[config.mk]
export PLATFORM = sky130hd
export DESIGN_NAME = rgb565_alpha_blend_clip_top
export DESIGN_NICKNAME = d
export VERILOG_FILES = /design/src/hw/rtl/rgbab_pkg.sv /design/src/hw/rtl/rgb565_alpha_blend_clip_top.sv /design/src/hw/rtl/rgbab_mul.sv /design/src/hw/rtl/rgbab_div.sv
export SDC_FILE = /design/constraint.sdc
export NUM_CORES = 1
export LEC_CHECK = 0
export ABC_AREA = 1
export BUFFER_PORTS_ARGS = -buffer_cell sky130_fd_sc_hd__buf_2
export CAP_MARGIN = 20
export CORE_MARGIN = 4
export CORE_UTILIZATION = 65
export DETAILED_ROUTE_END_ITERATION = 10
export GPL_TIMING_DRIVEN = 0
export PLACE_DENSITY = 0.85
export SYNTH_ARGS = -nofsm -noshare
export SYNTH_HDL_FRONTEND = slang
export SYNTH_SLANG_ARGS = --single-unit
export TNS_END_PERCENT = 30
[constraint.sdc]
create_clock -name i_clk -period 10.5 [get_ports i_clk]
set_input_delay 2.1 -clock i_clk [delete_from_list [all_inputs] [get_ports i_clk]]
set_output_delay 2.1 -clock i_clk [all_outputs]
set_load 0.01 [all_outputs]
[src/hw/rtl/rgbab_pkg.sv]
package rgbab_pkg;

    localparam int unsigned DimW  = 12;
    localparam int unsigned CoordW = 13;
    localparam int unsigned ChanW = 8;
    localparam int unsigned PixW  = 16;
    localparam int unsigned ProdW = 2 * ChanW;

    localparam logic [DimW-1:0]  FrameWidthRst    = 12'd320;
    localparam logic [DimW-1:0]  FrameHeightRst   = 12'd240;
    localparam logic [ChanW-1:0] AlphaVisibleMin  = 8'd8;
    localparam logic [ChanW-1:0] AlphaOpaqueMin   = 8'd250;
    localparam logic [ChanW-1:0] ChanMax          = 8'd255;

    // Register index, taken from paddr[2]
    typedef enum logic {
        REG_FRAME_WIDTH  = 1'b0,
        REG_FRAME_HEIGHT = 1'b1
    } t_reg_idx;

    // Stage 1 payload: clip result and channel products
    typedef struct packed {
        logic             we;
        logic             opaque;
        logic [PixW-1:0]  dest;
        logic [ChanW-1:0] src_r;
        logic [ChanW-1:0] src_g;
        logic [ChanW-1:0] src_b;
        logic [ProdW-1:0] ps_r;
        logic [ProdW-1:0] ps_g;
        logic [ProdW-1:0] ps_b;
        logic [ProdW-1:0] pd_r;
        logic [ProdW-1:0] pd_g;
        logic [ProdW-1:0] pd_b;
    } t_s1;

    // Stage 2 payload: blended channels
    typedef struct packed {
        logic             we;
        logic             opaque;
        logic [PixW-1:0]  dest;
        logic [ChanW-1:0] src_r;
        logic [ChanW-1:0] src_g;
        logic [ChanW-1:0] src_b;
        logic [ChanW-1:0] mix_r;
        logic [ChanW-1:0] mix_g;
        logic [ChanW-1:0] mix_b;
    } t_s2;

    function automatic logic [PixW-1:0] pack565(
        input logic [ChanW-1:0] r,
        input logic [ChanW-1:0] g,
        input logic [ChanW-1:0] b
    );
        return {r[7:3], g[7:2], b[7:3]};
    endfunction

endpackage

[src/hw/rtl/rgb565_alpha_blend_clip_top.sv]
// RGB565 source-over alpha blend with frame clipping. Each request carries one
// RGBA8888 source pixel, its signed destination coordinates and the current
// RGB565 destination pixel; each result gives a write flag and the pixel to
// write. Pixels off the frame (frame_width, frame_height set over APB at
// 0x0 and 0x4) or with alpha below 8 are not written and return dest_pixel
// unchanged; alpha of 250 or more packs the source directly; otherwise each
// channel is (src*a + dst*(255-a))/255, truncated. The block takes one
// request per clock while the result side is not stalled; products, divide
// by 255, pack and select each sit behind a register stage. Every stage
// advances on its own when its successor has room, so a stall on the
// result side holds the pipeline without losing or repeating data.
module rgb565_alpha_blend_clip_top (
    input  logic                          i_clk,
    input  logic                          i_rst_n,
    // request channel
    input  logic                          i_valid,
    output logic                          o_ready,
    input  logic [rgbab_pkg::CoordW-1:0]  i_dest_x,
    input  logic [rgbab_pkg::CoordW-1:0]  i_dest_y,
    input  logic [rgbab_pkg::ChanW-1:0]   i_src_red,
    input  logic [rgbab_pkg::ChanW-1:0]   i_src_green,
    input  logic [rgbab_pkg::ChanW-1:0]   i_src_blue,
    input  logic [rgbab_pkg::ChanW-1:0]   i_src_alpha,
    input  logic [rgbab_pkg::PixW-1:0]    i_dest_pixel,
    // result channel
    output logic                          o_valid,
    input  logic                          i_ready,
    output logic                          o_write_enable,
    output logic [rgbab_pkg::PixW-1:0]    o_pixel_out,
    // configuration port
    input  logic                          psel,
    input  logic                          penable,
    input  logic                          pwrite,
    input  logic [2:0]                    paddr,
    input  logic [31:0]                   pwdata,
    output logic [31:0]                   prdata,
    output logic                          pready
);

    logic [rgbab_pkg::DimW-1:0] r_frame_width;
    logic [rgbab_pkg::DimW-1:0] r_frame_height;
    rgbab_pkg::t_reg_idx        reg_idx;
    logic                       cfg_wr;

    logic           s1_valid;
    rgbab_pkg::t_s1 s1_stage;
    logic           s2_valid;
    rgbab_pkg::t_s2 s2_stage;

    logic                        r_out_valid;
    logic                        r_out_we;
    logic [rgbab_pkg::PixW-1:0]  r_out_px;
    logic [rgbab_pkg::PixW-1:0]  n_out_px;

    logic adv_out;
    logic adv2;
    logic adv1;

    // ------------------------------------------------------------------
    // Configuration: word registers at 0x0 and 0x4, no wait states
    // ------------------------------------------------------------------
    assign reg_idx = rgbab_pkg::t_reg_idx'(paddr[2]);
    assign cfg_wr  = psel && penable && pwrite;
    assign pready  = 1'b1;

    always_ff @(posedge i_clk) begin
        if (!i_rst_n) begin
            r_frame_width  <= rgbab_pkg::FrameWidthRst;
            r_frame_height <= rgbab_pkg::FrameHeightRst;
        end else if (cfg_wr) begin
            unique case (reg_idx)
                rgbab_pkg::REG_FRAME_WIDTH: begin
                    r_frame_width <= pwdata[rgbab_pkg::DimW-1:0];
                end
                rgbab_pkg::REG_FRAME_HEIGHT: begin
                    r_frame_height <= pwdata[rgbab_pkg::DimW-1:0];
                end
                default: begin
                end
            endcase
        end
    end

    always_comb begin
        unique case (reg_idx)
            rgbab_pkg::REG_FRAME_WIDTH:  prdata = {20'd0, r_frame_width};
            rgbab_pkg::REG_FRAME_HEIGHT: prdata = {20'd0, r_frame_height};
            default:                     prdata = 32'd0;
        endcase
    end

    // ------------------------------------------------------------------
    // Stage advance: a stage moves when it is empty or its successor moves
    // ------------------------------------------------------------------
    assign adv_out = !r_out_valid || i_ready;
    assign adv2    = !s2_valid || adv_out;
    assign adv1    = !s1_valid || adv2;
    assign o_ready = adv1;

    // Stage 1: clip, alpha thresholds, channel products
    rgbab_mul u_mul (
        .i_clk          (i_clk),
        .i_rst_n        (i_rst_n),
        .i_adv          (adv1),
        .i_valid        (i_valid),
        .i_dest_x       (i_dest_x),
        .i_dest_y       (i_dest_y),
        .i_src_red      (i_src_red),
        .i_src_green    (i_src_green),
        .i_src_blue     (i_src_blue),
        .i_src_alpha    (i_src_alpha),
        .i_dest_pixel   (i_dest_pixel),
        .i_frame_width  (r_frame_width),
        .i_frame_height (r_frame_height),
        .o_valid        (s1_valid),
        .o_stage        (s1_stage)
    );

    // Stage 2: sum of products and divide by 255
    rgbab_div u_div (
        .i_clk   (i_clk),
        .i_rst_n (i_rst_n),
        .i_adv   (adv2),
        .i_valid (s1_valid),
        .i_stage (s1_stage),
        .o_valid (s2_valid),
        .o_stage (s2_stage)
    );

    // ------------------------------------------------------------------
    // Stage 3: repack and select the pixel to write
    // ------------------------------------------------------------------
    always_comb begin
        priority if (!s2_stage.we) begin
            n_out_px = s2_stage.dest;
        end else if (s2_stage.opaque) begin
            n_out_px = rgbab_pkg::pack565(s2_stage.src_r, s2_stage.src_g, s2_stage.src_b);
        end else begin
            n_out_px = rgbab_pkg::pack565(s2_stage.mix_r, s2_stage.mix_g, s2_stage.mix_b);
        end
    end

    always_ff @(posedge i_clk) begin
        if (!i_rst_n) begin
            r_out_valid <= 1'b0;
        end else if (adv_out) begin
            r_out_valid <= s2_valid;
        end
    end

    // Hold the result while the consumer stalls
    always_ff @(posedge i_clk) begin
        if (adv_out) begin
            r_out_we <= s2_stage.we;
            r_out_px <= n_out_px;
        end
    end

    assign o_valid        = r_out_valid;
    assign o_write_enable = r_out_we;
    assign o_pixel_out    = r_out_px;

    // ------------------------------------------------------------------
    // Assertions
    // ------------------------------------------------------------------
`ifndef SYNTH
    // A near-transparent request never carries a write flag into stage 1
    a_alpha_drop: assert property (@(posedge i_clk) disable iff (!i_rst_n)
        (i_valid && o_ready && (i_src_alpha < rgbab_pkg::AlphaVisibleMin))
            |=> (s1_valid && !s1_stage.we))
        else $error("near-transparent request marked for write");

    // A stalled stage 1 keeps its item intact
    a_s1_hold: assert property (@(posedge i_clk) disable iff (!i_rst_n)
        (s1_valid && !adv2) |=> (s1_valid && $stable(s1_stage)))
        else $error("stage 1 item lost or changed during stall");

    // An item leaving stage 2 lands in the output register
    a_s2_to_out: assert property (@(posedge i_clk) disable iff (!i_rst_n)
        (s2_valid && adv_out) |=> r_out_valid)
        else $error("stage 2 item dropped");
`endif

endmodule

[src/hw/rtl/rgbab_mul.sv]
module rgbab_mul (
    input  logic                          i_clk,
    input  logic                          i_rst_n,
    input  logic                          i_adv,
    input  logic                          i_valid,
    input  logic [rgbab_pkg::CoordW-1:0]  i_dest_x,
    input  logic [rgbab_pkg::CoordW-1:0]  i_dest_y,
    input  logic [rgbab_pkg::ChanW-1:0]   i_src_red,
    input  logic [rgbab_pkg::ChanW-1:0]   i_src_green,
    input  logic [rgbab_pkg::ChanW-1:0]   i_src_blue,
    input  logic [rgbab_pkg::ChanW-1:0]   i_src_alpha,
    input  logic [rgbab_pkg::PixW-1:0]    i_dest_pixel,
    input  logic [rgbab_pkg::DimW-1:0]    i_frame_width,
    input  logic [rgbab_pkg::DimW-1:0]    i_frame_height,
    output logic                          o_valid,
    output rgbab_pkg::t_s1                o_stage
);

    logic                        r_valid;
    rgbab_pkg::t_s1              r_stage;
    rgbab_pkg::t_s1              n_stage;
    logic                        on_frame;
    logic [rgbab_pkg::ChanW-1:0] inv_a;
    logic [rgbab_pkg::ChanW-1:0] dst_r;
    logic [rgbab_pkg::ChanW-1:0] dst_g;
    logic [rgbab_pkg::ChanW-1:0] dst_b;

    always_comb begin
        // Sign bit clear means column/row is non-negative and fits 12 bits
        on_frame = !i_dest_x[rgbab_pkg::CoordW-1] && !i_dest_y[rgbab_pkg::CoordW-1]
                && (i_dest_x[rgbab_pkg::DimW-1:0] < i_frame_width)
                && (i_dest_y[rgbab_pkg::DimW-1:0] < i_frame_height);
        inv_a  = rgbab_pkg::ChanMax - i_src_alpha;
        // Unpack by left shift, no bit replication
        dst_r  = {i_dest_pixel[15:11], 3'b000};
        dst_g  = {i_dest_pixel[10:5], 2'b00};
        dst_b  = {i_dest_pixel[4:0], 3'b000};

        n_stage.we     = on_frame && (i_src_alpha >= rgbab_pkg::AlphaVisibleMin);
        n_stage.opaque = (i_src_alpha >= rgbab_pkg::AlphaOpaqueMin);
        n_stage.dest   = i_dest_pixel;
        n_stage.src_r  = i_src_red;
        n_stage.src_g  = i_src_green;
        n_stage.src_b  = i_src_blue;
        n_stage.ps_r   = i_src_red   * i_src_alpha;
        n_stage.ps_g   = i_src_green * i_src_alpha;
        n_stage.ps_b   = i_src_blue  * i_src_alpha;
        n_stage.pd_r   = dst_r * inv_a;
        n_stage.pd_g   = dst_g * inv_a;
        n_stage.pd_b   = dst_b * inv_a;
    end

    always_ff @(posedge i_clk) begin
        if (!i_rst_n) begin
            r_valid <= 1'b0;
        end else if (i_adv) begin
            r_valid <= i_valid;
        end
    end

    always_ff @(posedge i_clk) begin
        if (i_adv) begin
            r_stage <= n_stage;
        end
    end

    assign o_valid = r_valid;
    assign o_stage = r_stage;

endmodule

[src/hw/rtl/rgbab_div.sv]
module rgbab_div (
    input  logic           i_clk,
    input  logic           i_rst_n,
    input  logic           i_adv,
    input  logic           i_valid,
    input  rgbab_pkg::t_s1 i_stage,
    output logic           o_valid,
    output rgbab_pkg::t_s2 o_stage
);

    logic           r_valid;
    rgbab_pkg::t_s2 r_stage;
    rgbab_pkg::t_s2 n_stage;

    // Exact floor(x/255) for x below 65535: (x + (x>>8) + 1) >> 8
    function automatic logic [rgbab_pkg::ChanW-1:0] mix(
        input logic [rgbab_pkg::ProdW-1:0] ps,
        input logic [rgbab_pkg::ProdW-1:0] pd
    );
        logic [rgbab_pkg::ProdW:0] sum;
        logic [rgbab_pkg::ProdW:0] adj;
        sum = {1'b0, ps} + {1'b0, pd};
        adj = sum + {8'd0, sum[rgbab_pkg::ProdW:8]} + 17'd1;
        return adj[15:8];
    endfunction

    always_comb begin
        n_stage.we     = i_stage.we;
        n_stage.opaque = i_stage.opaque;
        n_stage.dest   = i_stage.dest;
        n_stage.src_r  = i_stage.src_r;
        n_stage.src_g  = i_stage.src_g;
        n_stage.src_b  = i_stage.src_b;
        n_stage.mix_r  = mix(i_stage.ps_r, i_stage.pd_r);
        n_stage.mix_g  = mix(i_stage.ps_g, i_stage.pd_g);
        n_stage.mix_b  = mix(i_stage.ps_b, i_stage.pd_b);
    end

    always_ff @(posedge i_clk) begin
        if (!i_rst_n) begin
            r_valid <= 1'b0;
        end else if (i_adv) begin
            r_valid <= i_valid;
        end
    end

    always_ff @(posedge i_clk) begin
        if (i_adv) begin
            r_stage <= n_stage;
        end
    end

    assign o_valid = r_valid;
    assign o_stage = r_stage;

endmodule
=== Word level (Yosys, flattened, before mapping) ===
Cells that the tools add are included.

* Input bits: 116
* Flip-flop bits (word level): 240
* Word-level logic and storage cells: 68

* Bitwise operators: 1
* Multiplexer cells: 3
* $lt $le $gt $ge: 4
* Reductions and logical operators: 16
* Multipliers: 6
* Add/subtract/negate cells: 10

{| class="wikitable"
|+ Operators with widths
! operator !! count
|-
| 32-bit one-hot mux with 2 select lines || 1
|-
| 16-bit by 16-bit adder with 17-bit output || 3
|-
| 16-bit by 1-bit adder with 16-bit output (second input constant) || 3
|-
| 16-bit by 9-bit adder with 16-bit output || 3
|-
| 8-bit by 8-bit multiplier with 16-bit output || 3
|-
| 16-bit two-way mux || 2
|-
| 5-bit by 8-bit multiplier with 13-bit output || 2
|-
| 12-bit less-than comparator || 2
|-
| 6-bit by 8-bit multiplier with 14-bit output || 1
|-
| 8-bit by 4-bit >= comparator with 1-bit output (second input constant) || 1
|-
| 8-bit >= comparator (second input constant) || 1
|-
| 8-bit subtractor (first input constant) || 1
|-
| 1-bit logical AND || 6
|-
| 1-bit logical NOT || 5
|-
| 2-bit AND reduction || 2
|-
| 1-bit logical OR || 3
|-
| 1-bit inverter || 1
|}

=== Longest topological paths before layout ===
Gate-level depths: netlist of the first run.

* Word-level depth: 5
* Gate-level depth with buffers: 22
* Gate-level depth less buffers: 22

=== Modules after synthesis ===
A second synthesis of the first run with hierarchy kept.

* Cells, all modules: 2997
* Area total of the unflattened synthesis: 23995.5 um2

{| class="wikitable"
|+ Modules (own cells, without submodules)
! module !! cells an instance !! area an instance (um2) !! times used !! sequential area each (um2)
|-
| rgbab_mul || 1805 || 15303.4 || 1 || 3923.8
|-
| rgbab_div || 893 || 6537.5 || 1 || 2001.9
|-
| rgb565_alpha_blend_clip_top || 299 || 2154.6 || 1 || 1011.0
|}

=== Worst setup path after synthesis of the first run ===
Ideal clock, no wire load.

* Path type: input to output
* Start point: input port i_ready
* End point: output port o_ready
* Slack: 3.059 ns
* Arrival: 5.341 ns
* Stages: 4
* Required time: 8.400 ns
* Cell sequence: inv_1 -> nand2_1 -> nor2_1 -> nand2_1

* Longest elaborated chain between the ends: 3

{| class="wikitable"
|+ Ends and longest elaborated chain
! item !! line !! source
|-
| from (decl) || rgb565_alpha_blend_clip_top.sv:27 || <nowiki>input logic i_ready,</nowiki>
|-
| 1-bit logical OR || rgb565_alpha_blend_clip_top.sv:95 || <nowiki>assign adv_out = !r_out_valid || i_ready;</nowiki>
|-
| named net adv_out || rgb565_alpha_blend_clip_top.sv:55 || <nowiki>logic adv_out;</nowiki>
|-
| 1-bit logical OR || rgb565_alpha_blend_clip_top.sv:96 || <nowiki>assign adv2 = !s2_valid || adv_out;</nowiki>
|-
| 1-bit logical OR || rgb565_alpha_blend_clip_top.sv:97 || <nowiki>assign adv1 = !s1_valid || adv2;</nowiki>
|-
| to (decl) || rgb565_alpha_blend_clip_top.sv:17 || <nowiki>output logic o_ready,</nowiki>
|}

The timed path passes the listed nets, and every way through them passes these cells.

==> impl_metrics.py, run 1 <==
metrics = {
    "detailed_routing": {
        "vias": 17911,
        "vias_per_cell": 5.43,
        "drt_iter0_markers": 1479,
        "ant_nets": 0,
        "routed_wl_mm": 54.3,
        "drt_pass1_iterations": 6,
        "drc": 0,
        "drt-wirelength-per-cell_um": 16.4,
    },
    "setup_path": {
        "max_stage_delay_ns": 0.68,
        "crit_family": "adder cells",
        "crit-reg2reg-launch": "u_mul.o_stage[35]$_DFFE_PP_",
        "path_buf_inv": 6,
        "cp_common_cell": "fa_1",
        "timing.rr.end": "u_div.o_stage[23]$_DFFE_PP_",
        "ff2ff_setup_slack_ns": 7.10,
        "worstPathCellList": "buf_2, clkbuf_1, clkbuf_1, nand2_1, fa_1, fa_1, inv_1, fa_1, inv_1, fa_1, inv_1, ha_1, a21oi_1, o21ai_0, a21oi_1, o21ai_0, xor2_1",
        "cp.arrival_ns": 6.98,
        "critPathCaptureType": "register",
        "cp_slowest_cell": "clkbuf_1",
        "cp_max_fo": 10,
        "start_kind": "input pin",
        "crit_type": "input pin to register",
        "crit_required_ns": 10.74,
        "reg2reg_depth": 19,
    },
    "synthesis": {
        "post-synth-top-area-fraction_pct": 25.9,
        "yosys_warnings": 0,
        "synth_cells": 2686,
        "synth.yosys.seq_area_share_pct": 28.4,
        "yosysUniqueCellTypes": 44,
        "syn_area_sq_um": 21900,
        "syn_avg_cell_area_sq_um": 8.14,
        "ys_async_sr_fraction_pct": 0,
        "ys_ff_latch": 216,
        "yosys-top-cells-count": "nand2_1, inv_1, ha_1",
        "synth-main-ff-cell": "edfxtp_1",
        "synth-edff-count": 189,
        "yosysMostFrequentCell": "nand2_1",
        "synth_area_leader_cell": "edfxtp_1",
        "synthTopCellsByArea": "edfxtp_1, fa_1, ha_1",
    },
    "power": {
        "power_switching_w": 0.00315,
        "p_leak_nw": 13.4,
        "seqPwrFrac_pct": 20.8,
        "swShare_pct": 49.7,
        "irDropWorstVdd_mv": 0.170,
        "internal-power_w": 0.00319,
        "power_density_nw_per_um2": 266,
        "combPwrFrac_pct": 66.6,
        "p_clk_share_pct": 12.6,
    },
    "outcome": {
        "status": "finished clean",
    },
    "placement": {
        "dp_hpwl_mm": 43.5,
        "globalplace.congestion": 0.935,
        "postPlaceCellArea_sq_um": 23100,
        "port_buffers": 111,
    },
    "die": {
        "coreArea_sq_um": 32900,
        "io-pin-count": 168,
        "initial_utilization_pct": 66.6,
        "dieArea_sq_um": 36700,
        "die_x_um": 191,
        "rows": 66,
        "die_h_um": 191,
    },
    "sta": {
        "fin_crit_sh_pct": 64.2,
        "tns_ns": 0,
        "fin_worst_skew_ns": 0.0145,
        "finalCriticalPeriod_ns": 6.74,
        "worst_pin_slew_ns": 0.938,
        "setup_violations": 0,
        "timing.slew.headroom_pct": 37.3,
        "finalHoldViolCount": 0,
        "grt_setup_unrepaired": "false",
        "fmax_ghz": 0.148,
        "slew_viol_final": 0,
    },
    "min_path": {
        "holdCritStartpoint": "u_mul.o_stage[128]$_DFFE_PP_",
        "worst_hold_path.num_cells": 0,
        "hold_path.class": "register to register",
        "worst_hold_path.endpoint": "u_div.o_stage[56]$_DFFE_PP_",
    },
    "global_routing": {
        "first_global_vias": 17873,
        "grt_pass1_wl_mm": 86.9,
        "grt_usage_pct": 29.6,
        "grt_max_degree": 66,
        "antenna_found_initial": 1,
        "grt_overflow_total": 0,
    },
    "clocking": {
        "cts_setup_buffers": 0,
        "clkTransAtPathRegs_ns": 0.06,
        "cts_sinks": 216,
        "clk_path_buf_depth": 3,
        "postCtsResizedCells": 0,
        "cts_max_level": 1,
        "cts-buffers-inserted": 23,
        "cts_root_buf": "clkbuf_16",
        "clock_latency_ns": 0.52,
        "cts_tree": "done",
        "holdBufCountCts": 0,
    },
    "final_layout": {
        "syn2layout_area_growth_pct": 9.01,
        "regArea_sq_um": 6220,
        "n_fill_cell": 2567,
        "layout-drive-gt1-share_pct": 8.37,
        "finalNetCount": 3389,
        "multiInputGateArea_sq_um": 13000,
        "design_area_sq_um": 23800,
    },
    "flow_run": {
        "drv_cap": 0,
    },
}
[worst max path at each step]
stage,from,to,slack [ns],cells past startpoint
2_1_floorplan,i_ready,o_ready,3.06,4
3_5_place_dp,i_src_alpha[2],u_mul.o_stage[92]$_DFFE_PP_,3.34,17
3_3_place_gp,i_ready,o_ready,1.11,6
6_report,i_src_alpha[2],u_mul.o_stage[92]$_DFFE_PP_,3.76,17
5_1_grt,i_src_alpha[3],u_mul.o_stage[77]$_DFFE_PP_,3.57,20
4_1_cts,i_src_alpha[2],u_mul.o_stage[92]$_DFFE_PP_,3.86,17
[cell usage in the layout (no fill, tap or decap), types with 5 or more instances in the layout]
cell | Yosys | routed
nand2_1 | 643 | 642
inv_1 | 594 | 593
ha_1 | 258 | 258
nor2_1 | 196 | 196
edfxtp_1 | 189 | 189
fa_1 | 172 | 172
a21oi_1 | 129 | 129
buf_2 | 0 | 111
nand3_1 | 96 | 96
o21ai_0 | 67 | 67
xor2_1 | 58 | 58
clkbuf_1 | 39 | 43
nand4_1 | 27 | 27
dfxtp_1 | 27 | 27
clkbuf_16 | 0 | 24
nand2_2 | 23 | 23
a31oi_1 | 22 | 22
buf_4 | 21 | 21
conb_1 | 2 | 21
xnor2_1 | 19 | 19
clkbuf_2 | 18 | 18
buf_1 | 13 | 13
o21bai_1 | 8 | 8
nor3_1 | 7 | 7
nand3_2 | 7 | 7
nor2_2 | 6 | 6
inv_2 | 4 | 5
nand2_4 | 4 | 5
a21o_1 | 5 | 5
o2111ai_1 | 5 | 5
nand3b_1 | 5 | 5
[final cells by class]
type / count / share of cell area (%)
Multi-Input combinational cell: 1799 / 54.7
Sequential cell: 216 / 26.1
Inverter: 599 / 9.44
Clock buffer: 29 / 2.64
Timing Repair Buffer: 113 / 2.53
Tap cell: 442 / 2.32
Buffer: 91 / 1.86
Clock inverter: 10 / 0.435
Antenna cell: 1 / 0.0105
[sequential cells by signal (all words and copies together), names as in the netlist]
register / flops
u_mul.o_stage: 122
r_frame_width: 12
r_frame_height: 12
o_write_enable: 1
u_mul.o_valid: 1
o_pixel_out: 16
o_valid: 1
u_div.o_valid: 1
u_div.o_stage: 50
[worst register-to-register path: cells and delay by family, from the launching register on]
family	cells	cell delay [ns]
DFF	1	0.34
adders and majority gates	3	0.87
and+or+nand+nor	12	1.26
buffers and inverters	3	0.27
xor gates and xnor gates	1	0.36
[power by group through the flow]
stage                     clock [W]  sequential [W]  combinational (W)
after detailed placement          0         0.00134            0.00415
after global routing       0.000850         0.00133            0.00479
final                      0.000802         0.00132            0.00423
after floorplan                   0         0.00130            0.00320
after global placement            0         0.00133            0.00404
after CTS                  0.000813         0.00132            0.00419
[per-layer routing]
| metal | routed length [um] | up-vias | GRT usage [%] |
|---|---|---|---|
| met2 | 26000 | 709 | 51.2 |
| li1 | - | 8635 | - |
| met1 | 21400 | 8403 | 36.7 |
| met4 | 2710 | 0 | 12.5 |
| met5 | 0 | - | 0 |
| met3 | 4140 | 164 | 5.15 |
[metrics by stage]
stage / utilization (%) / hold slack [ns] / cells / setup slack (ns) / total power (W)
global route: 72.6 / 0.424 / 3300 / 3.57 / 0.00697
finish: 72.6 / 0.414 / 3300 / 3.76 / 0.00635
CTS: 72.5 / 0.415 / 3299 / 3.86 / 0.00632
detailed placement: 70.3 / 0.405 / 3260 / 3.34 / 0.00548
floorplan: - / 0.400 / 2705 / 3.06 / 0.00450
global placement: 70.2 / 0.400 / 3258 / 1.11 / 0.00537
[logic make-up (layout without fill, tap and decap cells)]
family | Yosys count | count (layout) | synth area share (%)
adder cells (fa/ha/maj) | 430 | 430 | 30.5
flip-flops | 216 | 216 | 28.4
AO/OA/AOI/OAI | 248 | 248 | 6.19
XOR/XNOR | 77 | 77 | 3.08
AND/OR/NAND/NOR | 1023 | 1023 | 19.5
other | 2 | 22 | 0.0343
buffers and inverters | 690 | 842 | 12.3
(Power assumes the default switching activity.)
==> run 2, diff against run 1 <==
--- a/config.mk
+++ b/config.mk
@@ -9,10 +9,10 @@
 export BUFFER_PORTS_ARGS = -buffer_cell sky130_fd_sc_hd__buf_2
 export CAP_MARGIN = 20
 export CORE_MARGIN = 4
-export CORE_UTILIZATION = 65
+export CORE_UTILIZATION = 63
 export DETAILED_ROUTE_END_ITERATION = 10
 export GPL_TIMING_DRIVEN = 0
-export PLACE_DENSITY = 0.85
+export PLACE_DENSITY = 0.83
 export SYNTH_ARGS = -nofsm -noshare
 export SYNTH_HDL_FRONTEND = slang
 export SYNTH_SLANG_ARGS = --single-unit
==> constraint.sdc (replaced) <==
create_clock -name i_clk -period 6.9 [get_ports i_clk]
set_input_delay 1.38 -clock i_clk [delete_from_list [all_inputs] [get_ports i_clk]]
set_output_delay 1.38 -clock i_clk [all_outputs]
set_load 0.01 [all_outputs]
==> run 2 against run 1 <==
Effect of this change:
- global-route usage fell by 1.0 points
- clock skew rose by 0.015 ns
- sequential share of layout area barely moved
- first-iteration DRC count fell by 27%
- flip-flop and latch count did not move
- setup slack got worse by 2.9 ns
- sequential power rose by 52%
- total power rose by 52%
- wire length fell by 0.48%
- highest routed layer unchanged
==> impl_metrics.py, run 2 (same netlist as run 1, synthesis figures left out) <==
metrics = {
    "power": {
        "p_leak_nw": 13.4,
        "power_density_nw_per_um2": 404,
        "seqPwrFrac_pct": 20.9,
        "combPwrFrac_pct": 66.5,
        "swShare_pct": 49.7,
        "internal-power_w": 0.00484,
        "irDropWorstVdd_mv": 0.333,
        "p_clk_share_pct": 12.7,
        "power_switching_w": 0.00479,
        "power_w": 0.00963,
    },
    "detailed_routing": {
        "vias": 17912,
        "drt_iter0_markers": 1074,
        "drt_pass1_iterations": 5,
        "drc": 0,
        "routed_wl_mm": 54.0,
        "drt-wirelength-per-cell_um": 16.3,
        "ant_nets": 0,
        "vias_per_cell": 5.41,
    },
    "final_layout": {
        "syn2layout_area_growth_pct": 9.02,
        "layout-drive-gt1-share_pct": 8.43,
        "finalNetCount": 3389,
        "n_fill_cell": 2657,
        "mostFrequentLayoutCells": "nand2_1, inv_1, ha_1",
        "largest_reg_flops": 122,
        "instances_no_fill": 3309,
        "final_common_cell": "nand2_1",
    },
    "die": {
        "rows": 67,
        "dieArea_sq_um": 37800,
        "initial_utilization_pct": 64.6,
        "io-pin-count": 168,
        "die_h_um": 194,
        "coreArea_sq_um": 33900,
        "die_x_um": 194,
    },
    "global_routing": {
        "grt_overflow_total": 0,
        "grt_pass1_wl_mm": 88.8,
        "grt_usage_pct": 28.6,
        "grt_max_degree": 67,
        "first_global_vias": 18193,
        "antenna_found_initial": 0,
    },
    "sta": {
        "timing.slew.headroom_pct": 36.7,
        "slew_viol_final": 0,
        "setup_violations": 0,
        "grt_setup_unrepaired": "false",
        "fin_crit_sh_pct": 87.4,
        "finalHoldViolCount": 0,
        "fmax_ghz": 0.166,
        "postLayoutSetupSlackWorst_ns": 0.873,
        "finalCriticalPeriod_ns": 6.03,
        "fin_worst_skew_ns": 0.0291,
        "worst_pin_slew_ns": 0.948,
        "tns_ns": 0,
    },
    "setup_path": {
        "ff2ff_setup_slack_ns": 3.57,
        "cp_max_fo": 10,
        "reg2reg_depth": 20,
        "cp.arrival_ns": 6.30,
        "crit-reg2reg-launch": "u_mul.o_stage[3]$_DFFE_PP_",
        "start_kind": "input pin",
        "crit_type": "input pin to register",
        "critPathCaptureType": "register",
        "cp_slowest_cell": "clkbuf_1",
        "worstPathCellList": "buf_2, clkbuf_1, clkbuf_1, nand2_1, fa_1, fa_1, inv_1, fa_1, inv_1, fa_1, inv_1, ha_1, a21oi_1, nand2_1, nand3_1, nand2_1, a31oi_1, xor2_1",
        "timing.rr.end": "u_div.o_stage[3]$_DFFE_PP_",
        "max_stage_delay_ns": 0.68,
        "cp_common_cell": "fa_1",
        "crit_required_ns": 7.17,
    },
    "placement": {
        "dp.cells": 3266,
        "globalplace.congestion": 0.927,
        "dp_hpwl_mm": 43.7,
        "port_buffers": 111,
        "pre_cts_ws_ns": 0.379,
    },
    "flow_run": {
        "drv_cap": 0,
    },
    "min_path": {
        "holdCritStartpoint": "u_mul.o_stage[118]$_DFFE_PP_",
        "worst_hold_path.endpoint": "u_div.o_stage[46]$_DFFE_PP_",
        "hold_path.class": "register to register",
        "worst_hold_path.num_cells": 0,
    },
    "outcome": {
        "status": "finished clean",
    },
    "clocking": {
        "cts_root_buf": "clkbuf_16",
        "cts_tree": "done",
        "clkTransAtPathRegs_ns": 0.07,
        "cts-buffers-inserted": 23,
        "cts_setup_buffers": 0,
        "holdBufCountCts": 0,
        "postCtsResizedCells": 0,
        "clock_latency_ns": 0.53,
        "clk_path_buf_depth": 3,
        "cts_sinks": 216,
        "cts_max_level": 1,
    },
}
-- run 2: changes by cell type in the layout (fill, tap and decap cells not counted), sizes merged --
| cell | change |
|---|---|
| clkinv | +5 |
| clkinvlp | -3 |
| inv | +2 |
| clkbuf | -1 |
-- run 2: worst max path at each step --
stage | from | endpoint | depth (start not counted)
after floorplan | i_ready | o_ready | 4
after global placement | i_ready | o_ready | 6
after detailed placement | i_src_alpha[7] | u_mul.o_stage[60]$_DFFE_PP_ | 18
after CTS | i_src_alpha[7] | u_mul.o_stage[60]$_DFFE_PP_ | 18
after global routing | i_src_alpha[7] | u_mul.o_stage[60]$_DFFE_PP_ | 18
final | i_src_alpha[7] | u_mul.o_stage[60]$_DFFE_PP_ | 18
-- run 2: layer usage --
metal  track usage [%]  part of all wire (%)  up-vias  wire length (um)
li1                  -                     -     8648                 -
met1              35.9                    39     8304             21200
met2              49.3                    48      772             25900
met3              4.22                   7.6      188              4080
met4              12.7                   5.2        0              2810
met5                 0                     0        -                 0
-- run 2: layout make-up --
cell class                 count  area, sq um  share of cell area (%)
antenna                        1         2.50                  0.0105
clock buffer                  28          594                    2.49
multi-input combinational   1799        13000                    54.7
tap                          448          561                    2.35
buffer                        91          443                    1.86
sequential                   216         6220                    26.1
timing repair buffer         113          603                    2.53
inverter                     599         2250                    9.44
clock inverter                14          134                   0.561
-- run 2: through the flow --
step	hold slack [ns]	area (sq um)	util, %
after floorplan	0.400	21900	-
after global placement	0.401	23100	68.1
after detailed placement	0.405	23100	68.3
after CTS	0.409	23800	70.4
after global routing	0.419	23800	70.4
final	0.409	23800	70.4
-- run 2: power groups by stage --
stage               combinational (W)  sequential (W)  clock (W)
CTS                           0.00635         0.00201    0.00124
detailed placement            0.00629         0.00203          0
global placement              0.00613         0.00203          0
global route                  0.00729         0.00203    0.00130
floorplan                     0.00487         0.00198          0
finish                        0.00640         0.00201    0.00122
-- run 2: worst max-delay path: cells and delay by family --
| kind | cells | cell delay [ns] |
|---|---|---|
| buf+inv | 6 | 1.48 |
| simple gates | 4 | 0.43 |
| compound gates | 2 | 0.41 |
| xor+xnor | 1 | 0.10 |
| fa+ha+maj | 5 | 2.49 |
==> run 3, diff against run 2 <==
--- a/config.mk
+++ b/config.mk
@@ -9,11 +9,13 @@
 export BUFFER_PORTS_ARGS = -buffer_cell sky130_fd_sc_hd__buf_2
 export CAP_MARGIN = 20
 export CORE_MARGIN = 4
-export CORE_UTILIZATION = 63
+export CORE_UTILIZATION = 64
+export CTS_BUF_LIST = sky130_fd_sc_hd__clkbuf_8
 export DETAILED_ROUTE_END_ITERATION = 10
 export GPL_TIMING_DRIVEN = 0
-export PLACE_DENSITY = 0.83
+export PLACE_DENSITY = 0.91
 export SYNTH_ARGS = -nofsm -noshare
 export SYNTH_HDL_FRONTEND = slang
+export SYNTH_HIERARCHICAL = 1
 export SYNTH_SLANG_ARGS = --single-unit
 export TNS_END_PERCENT = 30
==> run 3 against run 2 <==
Effect of this change:
- via count grew 11%
- area after synthesis is 5.8% higher
- clock power is 9% lower
- critical path type unchanged
- critical endpoint is now u_mul/o_stage[78]$_DFFE_PP_
- largest cell class unchanged
- largest power group unchanged
==> impl_metrics.py, run 3 <==
metrics = {
    "detailed_routing": {
        "vias": 19893,
        "drt_pass1_iterations": 6,
        "drt-met1-wl_mm": 23.2,
        "route.met2.wl_mm": 27.1,
        "drt-wirelength-per-cell_um": 16.1,
        "drt_iter0_markers": 1706,
        "routed_wl_mm": 58.2,
        "vias_per_cell": 5.49,
        "drc": 0,
        "top_layer": "met5",
        "ant_nets": 0,
        "dr_wl_met3_mm": 5.06,
    },
    "die": {
        "dieArea_sq_um": 39300,
        "rows": 69,
        "initial_utilization_pct": 64.9,
        "coreArea_sq_um": 35700,
        "io-pin-count": 168,
        "die_h_um": 198,
        "die_x_um": 198,
    },
    "clocking": {
        "holdBufCountCts": 0,
        "postCtsResizedCells": 0,
        "cts-buffers-inserted": 34,
        "cts_setup_buffers": 0,
        "cts_max_level": 2,
        "clock_latency_ns": 0.54,
        "clkTransAtPathRegs_ns": 0.06,
        "clk_path_buf_depth": 3,
        "cts_sinks": 216,
        "cts_root_buf": "clkbuf_8",
        "cts_tree": "done",
    },
    "power": {
        "seqPwrFrac_pct": 20.1,
        "p_clk_share_pct": 10.9,
        "swShare_pct": 50.9,
        "internal-power_w": 0.00499,
        "irDropWorstVdd_mv": 0.252,
        "power_density_nw_per_um2": 404,
        "p_leak_nw": 14.2,
        "power_switching_w": 0.00517,
        "combPwrFrac_pct": 69.0,
    },
    "sta": {
        "setup_violations": 0,
        "finalHoldViolCount": 0,
        "slew_viol_final": 0,
        "tns_ns": 0,
        "fin_worst_skew_ns": 0.0337,
        "timing.slew.headroom_pct": 35.8,
        "fin_crit_sh_pct": 81.6,
        "fmax_ghz": 0.178,
        "finalCriticalPeriod_ns": 5.63,
        "worst_pin_slew_ns": 0.962,
        "grt_setup_unrepaired": "false",
    },
    "setup_path": {
        "cp_slowest_cell": "buf_1",
        "cp_max_fo": 10,
        "worstPathCellList": "buf_2, buf_2, buf_1, nand2_1, fa_1, fa_1, inv_1, fa_1, inv_1, fa_1, inv_1, ha_1, a21o_1, a21oi_1, nand2_1, nand2_1, nand2_1, nand2_1, nand2_1",
        "crit_type": "input pin to register",
        "max_stage_delay_ns": 0.76,
        "start_kind": "input pin",
        "crit_required_ns": 7.17,
        "critPathCaptureType": "register",
        "cp_common_cell": "nand2_1",
        "cp.arrival_ns": 5.90,
    },
    "final_layout": {
        "finalNetCount": 3677,
        "final_common_cell": "nand2_1",
        "syn2layout_area_growth_pct": 8.73,
        "design_area_sq_um": 25200,
        "largest_reg_flops": 122,
        "layout-drive-gt1-share_pct": 9.20,
        "mostFrequentLayoutCells": "nand2_1, inv_1, nor2_1",
    },
    "outcome": {
        "status": "finished clean",
    },
    "global_routing": {
        "antenna_found_initial": 9,
        "first_global_vias": 19740,
        "grt_overflow_total": 0,
        "grt_pass1_wl_mm": 93.6,
        "grt_usage_pct": 29.5,
        "grt_max_degree": 69,
    },
    "min_path": {
        "hold_path.class": "register to register",
    },
    "placement": {
        "port_buffers": 113,
        "globalplace.congestion": 0.961,
        "dp_hpwl_mm": 47.4,
        "postPlaceCellArea_sq_um": 24400,
    },
    "synthesis": {
        "syn_avg_cell_area_sq_um": 7.85,
        "yosys_warnings": 6,
        "syn_area_sq_um": 23100,
        "synth_cells": 2949,
    },
    "flow_run": {
        "drv_cap": 0,
    },
}
==> run 3: worst paths after layout <==
path,start,endpoint,slack (ns),cells past startpoint
setup / recovery,i_src_alpha[2],u_mul/o_stage[78]$_DFFE_PP_,1.27,19
hold / removal,u_mul/o_stage[130]$_DFFE_PP_,u_div/o_stage[58]$_DFFE_PP_,0.41,0
setup reg to reg,u_mul/o_stage[56]$_DFFE_PP_,u_div/o_stage[4]$_DFFE_PP_,3.19,16
hold reg to reg,u_mul/o_stage[130]$_DFFE_PP_,u_div/o_stage[58]$_DFFE_PP_,0.41,0
==> run 3: final cells by class <==
class	instances	area, sq um
clock buffers	37	509
well taps	461	577
inverters	630	2360
clock inverters	24	186
flip-flops and latches	216	6220
diodes	9	22.5
plain buffers	104	561
repair buffers	115	613
multi-input cells	2025	14100
fillers	2722	10500
==> run 3: per-layer routing <==
metal	track usage [%]	up-vias
li1	-	9433
met1	37.7	9299
met2	48.7	954
met3	5.02	205
met4	14.7	2
met5	0	-
==> run 3: per-stage QoR <==
stage / power, W / util, % / hold slack [ns] / cells / setup slack, ns
2_1_floorplan: 0.00732 / - / 0.400 / 2975 / 0.706
3_3_place_gp: 0.00865 / 68.4 / 0.403 / 3549 / -1.77
3_5_place_dp: 0.00890 / 68.6 / 0.405 / 3551 / 0.846
4_1_cts: 0.0101 / 70.5 / 0.415 / 3612 / 1.40
5_1_grt: 0.0112 / 70.6 / 0.427 / 3620 / 1.11
6_report: 0.0102 / 70.6 / 0.411 / 3621 / 1.27
==> run 3: critical path, delay by kind of cell <==
family / cells / cell delay (ns)
adders and majority gates: 5 / 2.38
buffers and inverters: 6 / 1.26
and+or+nand+nor: 6 / 0.55
AOI/OAI and AO/OA: 2 / 0.33
==> run 3: power groups by stage <==
| stage | Sequential (W) | Combinational [W] | Clock [W] |
|---|---|---|---|
| final | 0.00204 | 0.00702 | 0.00111 |
| after CTS | 0.00204 | 0.00689 | 0.00113 |
| after floorplan | 0.00198 | 0.00533 | 0 |
| after global placement | 0.00205 | 0.00660 | 0 |
| after global routing | 0.00206 | 0.00791 | 0.00119 |
| after detailed placement | 0.00206 | 0.00684 | 0 |
